## src/rtl/fud_pkg.sv

```systemverilog
// Package for the form body decoder: result kinds, escape phases, beat types
// and the hex digit helper. No dependencies.
`timescale 1ns / 1ps

package fud_pkg;

  localparam int unsigned MaxBodyBytesDef = 4096;
  localparam int unsigned CntW            = 12;
  localparam logic [CntW-1:0] CntMax      = '1;
  localparam logic [CntW-1:0] CfgReset    = 12'd4095;
  localparam int unsigned MaxResults      = 3;

  localparam logic [7:0] ChPercent = 8'h25;
  localparam logic [7:0] ChPlus    = 8'h2B;
  localparam logic [7:0] ChEquals  = 8'h3D;
  localparam logic [7:0] ChAmp     = 8'h26;
  localparam logic [7:0] ChSpace   = 8'h20;

  typedef enum logic [2:0] {
    KIND_NAME      = 3'd0,
    KIND_VALUE     = 3'd1,
    KIND_FIELD_END = 3'd2,
    KIND_FORM_END  = 3'd3,
    KIND_ERROR     = 3'd4
  } kind_e;

  typedef enum logic [1:0] {
    ESC_IDLE = 2'd0,
    ESC_HIGH = 2'd1,
    ESC_LOW  = 2'd2
  } esc_e;

  typedef struct packed {
    kind_e           kind;
    logic [7:0]      out_byte;
    logic [CntW-1:0] field_index;
  } result_t;

  // Results caused by one input beat, packed from slot 0 upward
  typedef struct packed {
    logic [1:0]  count;
    result_t [MaxResults-1:0] ent;
  } step_t;

  // Parser status seen at the top level
  typedef struct packed {
    logic            error_latched;
    esc_e            escape_phase;
    logic [CntW-1:0] field_number;
  } stat_t;

  typedef struct packed {
    logic       ok;
    logic [3:0] value;
  } hex_t;

  function automatic hex_t hex_digit(logic [7:0] c);
    hex_t h;
    h.ok    = 1'b1;
    h.value = 4'd0;
    if (c >= 8'h30 && c <= 8'h39) begin
      h.value = 4'(c - 8'h30);
    end else if (c >= 8'h61 && c <= 8'h66) begin
      h.value = 4'(c - 8'h57);
    end else if (c >= 8'h41 && c <= 8'h46) begin
      h.value = 4'(c - 8'h37);
    end else begin
      h.ok = 1'b0;
    end
    return h;
  endfunction

endpackage

```

## src/rtl/fud_in_if.sv

```systemverilog
// Input channel: one raw body byte per beat with its flags.
// Depends on nothing.
`timescale 1ns / 1ps

interface fud_in_if;
  logic       valid;
  logic       ready;
  logic [7:0] data_byte;
  logic       has_byte;
  logic       end_of_body;

  modport source (output valid, data_byte, has_byte, end_of_body, input ready);
  modport sink   (input valid, data_byte, has_byte, end_of_body, output ready);
endinterface

```

## src/rtl/fud_out_if.sv

```systemverilog
// Output channel: one decoded result per beat.
// Depends on fud_pkg for the result kind.
`timescale 1ns / 1ps

interface fud_out_if
  import fud_pkg::*;
();
  logic            valid;
  logic            ready;
  kind_e           kind;
  logic [7:0]      out_byte;
  logic [CntW-1:0] field_index;
  logic            last_of_run;

  modport source (output valid, kind, out_byte, field_index, last_of_run, input ready);
  modport sink   (input valid, kind, out_byte, field_index, last_of_run, output ready);
endinterface

```

## src/rtl/form_urlencoded_decoder_core.sv

```systemverilog
// Top level of the form body decoder: parser plus result register bank.
// Depends on fud_pkg, fud_in_if, fud_out_if, fud_parser and fud_result_buf.
`timescale 1ns / 1ps

// Decodes a URL-encoded form body arriving one byte per input beat into
// name bytes, value bytes, field ends, a form end and at most one error per
// body, all tagged with the field index. Whenever the output keeps up, a
// beat that yields zero or one result lets the next beat in on the following
// cycle; a beat that yields more results (up to three, e.g. '&' closing the
// body) holds the input off while the three-entry result bank drains one
// result per output beat, and each output stall holds it off longer. The
// body length limit is the smaller of the written register and
// MAX_BODY_BYTES-1; write it only between bodies.
module form_urlencoded_decoder_core
  import fud_pkg::*;
#(
  parameter int unsigned MAX_BODY_BYTES = MaxBodyBytesDef
) (
  input  logic            clk_i,
  input  logic            rst_ni,
  input  logic            cfg_we_i,
  input  logic [CntW-1:0] cfg_wdata_i,
  fud_in_if.sink          in_i,
  fud_out_if.source       out_o
);

  logic  accept;
  logic  buf_ready;
  step_t step;
  stat_t stat;

  assign in_i.ready = buf_ready;
  assign accept     = in_i.valid && buf_ready;

  fud_parser #(
    .MAX_BODY_BYTES(MAX_BODY_BYTES)
  ) u_parser (
    .clk_i         (clk_i),
    .rst_ni        (rst_ni),
    .cfg_we_i      (cfg_we_i),
    .cfg_wdata_i   (cfg_wdata_i),
    .accept_i      (accept),
    .data_byte_i   (in_i.data_byte),
    .has_byte_i    (in_i.has_byte),
    .end_of_body_i (in_i.end_of_body),
    .step_o        (step),
    .stat_o        (stat)
  );

  fud_result_buf u_result_buf (
    .clk_i   (clk_i),
    .rst_ni  (rst_ni),
    .push_i  (accept),
    .step_i  (step),
    .ready_o (buf_ready),
    .out_o   (out_o)
  );

`ifndef NO_ASSERTIONS
  // A closed body leaves no parse state behind
  assert property (@(posedge clk_i) disable iff (!rst_ni)
    accept && in_i.end_of_body |=>
      !stat.error_latched && stat.escape_phase == ESC_IDLE && stat.field_number == '0)
    else $error("parse state not cleared after end of body");

  // Form end is always the final result of its input beat
  assert property (@(posedge clk_i) disable iff (!rst_ni)
    out_o.valid && out_o.kind == KIND_FORM_END |-> out_o.last_of_run)
    else $error("form end not last of run");
`endif

endmodule

```

## src/rtl/fud_parser.sv

```systemverilog
// Parser state, body length limit register and the per-beat decode logic.
// Depends on fud_pkg.
`timescale 1ns / 1ps

module fud_parser
  import fud_pkg::*;
#(
  parameter int unsigned MAX_BODY_BYTES = MaxBodyBytesDef
) (
  input  logic             clk_i,
  input  logic             rst_ni,
  input  logic             cfg_we_i,
  input  logic [CntW-1:0]  cfg_wdata_i,
  input  logic             accept_i,
  input  logic [7:0]       data_byte_i,
  input  logic             has_byte_i,
  input  logic             end_of_body_i,
  output step_t            step_o,
  output stat_t            stat_o
);

  localparam int unsigned LimCapInt =
    (MAX_BODY_BYTES - 1 > int'(CntMax)) ? int'(CntMax) : MAX_BODY_BYTES - 1;
  localparam logic [CntW-1:0] LimCap = CntW'(LimCapInt);

  logic [CntW-1:0] cfg_q;
  logic            ivp_q, ivp_d;
  esc_e            esc_q, esc_d;
  logic [3:0]      hn_q, hn_d;
  logic            err_q, err_d;
  logic [CntW-1:0] bs_q, bs_d;
  logic [CntW-1:0] fn_q, fn_d;

  logic [CntW-1:0] limit;
  result_t         r_b, r_e1, r_e2;
  logic            bv, e1v, e2v;
  kind_e           part;
  hex_t            hx;

  assign limit = (cfg_q > LimCap) ? LimCap : cfg_q;
  assign part  = ivp_q ? KIND_VALUE : KIND_NAME;
  assign hx    = hex_digit(data_byte_i);

  // Decode one beat: at most one byte result, then up to two end results
  always_comb begin
    ivp_d = ivp_q;
    esc_d = esc_q;
    hn_d  = hn_q;
    err_d = err_q;
    bs_d  = bs_q;
    fn_d  = fn_q;
    bv    = 1'b0;
    e1v   = 1'b0;
    e2v   = 1'b0;
    r_b   = '{kind: KIND_ERROR, out_byte: 8'd0, field_index: fn_q};
    r_e1  = '{kind: KIND_ERROR, out_byte: 8'd0, field_index: fn_q};
    r_e2  = '{kind: KIND_FORM_END, out_byte: 8'd0, field_index: '0};

    if (!err_q && has_byte_i) begin
      if (bs_q >= limit) begin
        bv    = 1'b1;
        err_d = 1'b1;
      end else begin
        bs_d = (bs_q == CntMax) ? bs_q : bs_q + 1'b1;
        if (esc_q != ESC_IDLE) begin
          if (!hx.ok) begin
            bv    = 1'b1;
            err_d = 1'b1;
          end else if (esc_q == ESC_HIGH) begin
            hn_d  = hx.value;
            esc_d = ESC_LOW;
          end else begin
            bv    = 1'b1;
            r_b   = '{kind: part, out_byte: {hn_q, hx.value}, field_index: fn_q};
            esc_d = ESC_IDLE;
          end
        end else if (data_byte_i == ChPercent) begin
          esc_d = ESC_HIGH;
        end else if (data_byte_i == ChEquals) begin
          if (ivp_q) begin
            bv    = 1'b1;
            err_d = 1'b1;
          end else begin
            ivp_d = 1'b1;
          end
        end else if (data_byte_i == ChAmp) begin
          bv    = 1'b1;
          r_b   = '{kind: KIND_FIELD_END, out_byte: 8'd0, field_index: fn_q};
          fn_d  = (fn_q == CntMax) ? fn_q : fn_q + 1'b1;
          ivp_d = 1'b0;
        end else if (data_byte_i == ChPlus) begin
          bv  = 1'b1;
          r_b = '{kind: part, out_byte: ChSpace, field_index: fn_q};
        end else begin
          bv  = 1'b1;
          r_b = '{kind: part, out_byte: data_byte_i, field_index: fn_q};
        end
      end
    end

    if (end_of_body_i) begin
      if (!err_d) begin
        e1v = 1'b1;
        if (esc_d != ESC_IDLE) begin
          r_e1 = '{kind: KIND_ERROR, out_byte: 8'd0, field_index: fn_d};
        end else if (bs_d != '0) begin
          e2v  = 1'b1;
          r_e1 = '{kind: KIND_FIELD_END, out_byte: 8'd0, field_index: fn_d};
          r_e2 = '{kind: KIND_FORM_END, out_byte: 8'd0,
                   field_index: (fn_d == CntMax) ? fn_d : fn_d + 1'b1};
        end else begin
          r_e1 = '{kind: KIND_FORM_END, out_byte: 8'd0, field_index: '0};
        end
      end
      // Body closed: drop all parse state
      ivp_d = 1'b0;
      esc_d = ESC_IDLE;
      hn_d  = 4'd0;
      err_d = 1'b0;
      bs_d  = '0;
      fn_d  = '0;
    end
  end

  // Pack the results from slot 0 upward
  always_comb begin
    step_o.count = 2'(bv) + 2'(e1v) + 2'(e2v);
    if (bv) begin
      step_o.ent[0] = r_b;
      step_o.ent[1] = r_e1;
      step_o.ent[2] = r_e2;
    end else begin
      step_o.ent[0] = r_e1;
      step_o.ent[1] = r_e2;
      step_o.ent[2] = r_e2;
    end
  end

  assign stat_o = '{error_latched: err_q, escape_phase: esc_q, field_number: fn_q};

  // Limit register
  always_ff @(posedge clk_i or negedge rst_ni) begin
    if (!rst_ni) begin
      cfg_q <= CfgReset;
    end else if (cfg_we_i) begin
      cfg_q <= cfg_wdata_i;
    end
  end

  // Advance parse state on every accepted beat
  always_ff @(posedge clk_i or negedge rst_ni) begin
    if (!rst_ni) begin
      ivp_q <= 1'b0;
      esc_q <= ESC_IDLE;
      hn_q  <= 4'd0;
      err_q <= 1'b0;
      bs_q  <= '0;
      fn_q  <= '0;
    end else if (accept_i) begin
      ivp_q <= ivp_d;
      esc_q <= esc_d;
      hn_q  <= hn_d;
      err_q <= err_d;
      bs_q  <= bs_d;
      fn_q  <= fn_d;
    end
  end

endmodule

```

## src/rtl/fud_result_buf.sv

```systemverilog
// Result register bank: holds the up to three results of one input beat and
// sends them one per output beat. Depends on fud_pkg and fud_out_if.
`timescale 1ns / 1ps

module fud_result_buf
  import fud_pkg::*;
(
  input  logic             clk_i,
  input  logic             rst_ni,
  input  logic             push_i,
  input  step_t            step_i,
  output logic             ready_o,
  fud_out_if.source        out_o
);

  logic [1:0] cnt_q, cnt_d;
  result_t    ent_q [MaxResults];
  result_t    ent_d [MaxResults];
  logic       pop;

  assign pop     = (cnt_q != 2'd0) && out_o.ready;
  // Take a new beat when the bank is empty or its last result leaves now
  assign ready_o = (cnt_q == 2'd0) || ((cnt_q == 2'd1) && out_o.ready);

  // Load on push, shift down on pop
  always_comb begin
    cnt_d = cnt_q;
    ent_d = ent_q;
    if (push_i) begin
      cnt_d = step_i.count;
      for (int i = 0; i < MaxResults; i++) begin
        ent_d[i] = step_i.ent[i];
      end
    end else if (pop) begin
      cnt_d    = cnt_q - 2'd1;
      ent_d[0] = ent_q[1];
      ent_d[1] = ent_q[2];
    end
  end

  always_ff @(posedge clk_i or negedge rst_ni) begin
    if (!rst_ni) begin
      cnt_q <= 2'd0;
    end else begin
      cnt_q <= cnt_d;
    end
  end

  always_ff @(posedge clk_i) begin
    ent_q <= ent_d;
  end

  assign out_o.valid       = (cnt_q != 2'd0);
  assign out_o.kind        = ent_q[0].kind;
  assign out_o.out_byte    = ent_q[0].out_byte;
  assign out_o.field_index = ent_q[0].field_index;
  assign out_o.last_of_run = (cnt_q == 2'd1);

endmodule

```

## src/flat_wrapper.sv

```systemverilog
// flat-port wrapper written by rule: the top's interface ports become plain ports
module form_urlencoded_decoder_core_flat import fud_pkg::*;
#(
  parameter int unsigned MAX_BODY_BYTES = MaxBodyBytesDef
)
  (clk_i, rst_ni, cfg_we_i, cfg_wdata_i, in_i_valid, in_i_data_byte, in_i_has_byte, in_i_end_of_body, in_i_ready, out_o_valid, out_o_kind, out_o_out_byte, out_o_field_index, out_o_last_of_run, out_o_ready);
  fud_in_if in_i_i ();
  fud_out_if out_o_i ();
  input  logic clk_i;
  input  logic rst_ni;
  input  logic cfg_we_i;
  input  logic [CntW-1:0] cfg_wdata_i;
  input wire logic [$bits(in_i_i.valid)-1:0] in_i_valid;
  input wire logic [$bits(in_i_i.data_byte)-1:0] in_i_data_byte;
  input wire logic [$bits(in_i_i.has_byte)-1:0] in_i_has_byte;
  input wire logic [$bits(in_i_i.end_of_body)-1:0] in_i_end_of_body;
  output wire logic [$bits(in_i_i.ready)-1:0] in_i_ready;
  output wire logic [$bits(out_o_i.valid)-1:0] out_o_valid;
  output wire logic [$bits(out_o_i.kind)-1:0] out_o_kind;
  output wire logic [$bits(out_o_i.out_byte)-1:0] out_o_out_byte;
  output wire logic [$bits(out_o_i.field_index)-1:0] out_o_field_index;
  output wire logic [$bits(out_o_i.last_of_run)-1:0] out_o_last_of_run;
  input wire logic [$bits(out_o_i.ready)-1:0] out_o_ready;
  assign in_i_i.valid = in_i_valid;
  assign in_i_i.data_byte = in_i_data_byte;
  assign in_i_i.has_byte = in_i_has_byte;
  assign in_i_i.end_of_body = in_i_end_of_body;
  assign in_i_ready = in_i_i.ready;
  assign out_o_valid = out_o_i.valid;
  assign out_o_kind = out_o_i.kind;
  assign out_o_out_byte = out_o_i.out_byte;
  assign out_o_field_index = out_o_i.field_index;
  assign out_o_last_of_run = out_o_i.last_of_run;
  assign out_o_i.ready = out_o_ready;
  form_urlencoded_decoder_core #(.MAX_BODY_BYTES(MAX_BODY_BYTES)) u_core (.clk_i(clk_i), .rst_ni(rst_ni), .cfg_we_i(cfg_we_i), .cfg_wdata_i(cfg_wdata_i), .in_i(in_i_i), .out_o(out_o_i));
endmodule
```

## config.mk

```make
export PLATFORM = sky130hd
export DESIGN_NAME = form_urlencoded_decoder_core_flat
export DESIGN_NICKNAME = d
export VERILOG_FILES = /design/src/rtl/fud_pkg.sv /design/src/rtl/fud_in_if.sv /design/src/rtl/fud_out_if.sv /design/src/rtl/form_urlencoded_decoder_core.sv /design/src/rtl/fud_parser.sv /design/src/rtl/fud_result_buf.sv /design/src/flat_wrapper.sv
export SDC_FILE = /design/constraint.sdc
export NUM_CORES = 1
export LEC_CHECK = 0
export ABC_AREA = 0
export BUFFER_PORTS_ARGS = -buffer_cell sky130_fd_sc_hd__buf_2
export CAP_MARGIN = 40
export CORE_MARGIN = 10
export CORE_UTILIZATION = 45
export CTS_BUF_LIST = sky130_fd_sc_hd__clkbuf_4 sky130_fd_sc_hd__clkbuf_8
export DETAILED_ROUTE_END_ITERATION = 8
export HOLD_SLACK_MARGIN = 0.08
export SETUP_SLACK_MARGIN = 0.02
export SLEW_MARGIN = 30
export SYNTH_ARGS = -nofsm -noshare
export SYNTH_HDL_FRONTEND = slang
export SYNTH_HIERARCHICAL = 1
export SYNTH_SLANG_ARGS = --single-unit
export TNS_END_PERCENT = 20
```

## constraint.sdc

```tcl
create_clock -name clk_i -period 5.23 [get_ports clk_i]
set_input_delay 0.523 -clock clk_i [delete_from_list [all_inputs] [get_ports clk_i]]
set_output_delay 0.523 -clock clk_i [all_outputs]
set_load 0.03 [all_outputs]
```

==> metrics.txt <==
status finished, final reports clean; die height 149 µm; layout cells sized above 1 0.228; initial antenna violation count 0; worst hold-check path type input pin to async pin; Tmin final about 4.2 ns; Lkg Pwr roughly 3.1 nW; Fin Setup TNS 0 ns; clk_lat worst skew approximately 0.44 ns; Port Buffers 52; CP Data Arrival Time about 4.4 ns; via count 5,807; core area 16,500 µm²; Fillers 1,593; Max VDD drop 0.200 mV; first-pass GRT wire length slightly above 30,000 µm; Fmax achieved approximately 0.24 GHz; CP endpoint kind flip-flop; Crit path required time around 5.4 ns; Ys Warns 6; RePlAce Congestion about 0.92; WHS 0.202 ns; Rows 47; Die W roughly 150 µm; Final Util 0.490; post-route ant nets 0; R2R setup slack between 1 and 1.5 ns; vias per inst between 5 and 6; Ports between 50 and 60; relative slew slack 0.471; pins over their slew limit 0; Final Setup Violations 0; final period utilization 0.803; CP Launch Type flip-flop; Area growth, synth to finish 7.50%; number of global-route vias before repair approximately 5,800; Worst Tran Pin Value between 0.7 and 0.8 ns; Die Area between 20,000 and 25,000 µm²; Hold Buf Count CTS 0; nets@finish 835; clk slew on worst S/H paths 0.07 ns; WS Path Type flip-flop to flip-flop; Cells after Synth between 700 and 800; gr ovfl total 0; Inserted Clock Buffers 17; CTS tree done; max-capacitance violation count 0; Max Clock Skew about 0.013 ns; Initial Util 0.456; # DRC 0; CTS max path bufs 2; Final Hold Viols 0; wirelength, routed approximately 19,000 µm; syn_area_per_cell between 9 and 10 µm²; GRT Util Overall 0.172; n_diodes 0; initial DRC count 601; Final HPWL DP ~14,000 µm; # clock sinks 115; Post-CTS Resized 0; worst-path fanout max 8; CTS root buffer clkbuf_8; htree depth 4; area of the mapped netlist 7500 µm²; largest net degree at the start of global routing 61; RSZ-0062 raised after global routing no; Avg WL per Cell between 15 and 20 µm; power density cells around 460 nW/µm²; Post-CTS Setup Inserts 0; Pre-antenna DRT Iters 5
==> critical path: stages (launching register included) <==
cell      delay [ns]
dfstp_2         0.52
inv_1           0.04
ha_1            0.30
a21oi_1         0.22
nor3_1          0.09
nor2_1          0.47
nand3_1         0.41
mux2i_1         0.42
inv_1           0.11
ha_1            0.25
and2_1          0.20
nand4_4         0.16
o211ai_2        0.12
xnor2_1         0.24
o22ai_1         0.12
mux2_2          0.27
==> path summary, 6_finish.rpt <==
path / start / end / cells past startpoint
max: u_core/u_parser/cfg_q[5] / u_core/u_result_buf/ent_q[28] / 15
min reg2reg: u_core/u_parser/hn_q[0] / u_core/u_parser/hn_q[0] / 2
max in group asynchronous: rst_ni / u_core/u_result_buf/cnt_q[1] / 2
min in group clk_i: cfg_wdata_i[10] / u_core/u_parser/cfg_q[10] / 3
max reg2reg: u_core/u_parser/cfg_q[5] / u_core/u_result_buf/ent_q[28] / 15
min: rst_ni / u_core/u_parser/bs_q[3] / 2
==> cell usage in the layout (no fill, tap or decap), drive strengths merged, types with 4 or more instances in the layout <==
master,n
nor2,70
edfxtp,69
buf,61
nand2,60
inv,50
mux2,47
o21ai,44
o22ai,36
dfrtp,34
a21oi,29
nand3,21
ha,21
nor3,21
conb,19
nand4,19
clkbuf,18
xnor2,14
mux2i,12
dfstp,12
a31oi,9
nand2b,8
a22oi,8
clkinv,7
or3,6
nor3b,6
or2,6
and3,6
a41oi,5
o31ai,5
and2,5
and4,5
o211ai,5
clkinvlp,4
a21o,4
nor2b,4
nor4,4
==> layout make-up <==
cell class,count,area (µm²),share of cell area
timing repair buffer,61,328,0.0406
sequential,115,3240,0.401
clock inverter,14,139,0.0172
multi-input combinational,542,3660,0.454
inverter,49,184,0.0228
clock buffer,18,241,0.0299
tap,220,275,0.0341
==> per-layer routing <==
layer,part of all wire,vias to the layer above,wire length [µm],GRT usage
met3,0.045,26,848,0.0352
met4,0.019,0,359,0.0584
met5,0,-,0,0
li1,-,2790,-,-
met1,0.45,2834,8430,0.226
met2,0.48,157,9010,0.276
==> metrics by stage <==
stage	instance area [µm²]	instances	power, mW	worst slack (ns)
global route	8070	1019	3.96	0.744
CTS	8070	1019	3.75	1.08
floorplan	7570	785	2.67	1.55
detailed placement	7690	987	2.94	0.914
global placement	7680	987	2.90	1.04
finish	8070	1019	3.71	1.03
==> state kept, by name, summed over array words and instances, names as in the netlist <==
| signal | flops |
|---|---|
| u_core/u_parser/bs_q | 12 |
| u_core/u_result_buf/out_o.field_index | 12 |
| u_core/u_parser/fn_q | 12 |
| u_core/u_parser/cfg_q | 12 |
| u_core/u_result_buf/out_o.kind | 3 |
| u_core/u_result_buf/out_o.out_byte | 8 |
| u_core/u_parser/ivp_q | 1 |
| u_core/u_parser/err_q | 1 |
| u_core/u_parser/hn_q | 4 |
| u_core/u_parser/esc_q | 2 |
| u_core/u_result_buf/cnt_q | 2 |
| u_core/u_result_buf/ent_q | 46 |
==> where the power goes <==
part	leakage, nW	switching, mW	internal, mW
Combinational	1.66	0.928	0.488
Sequential	1.24	0.125	1.37
Clock	0.183	0.379	0.424
Total	3.09	1.43	2.28
Power figures use the tool's default switching activity.
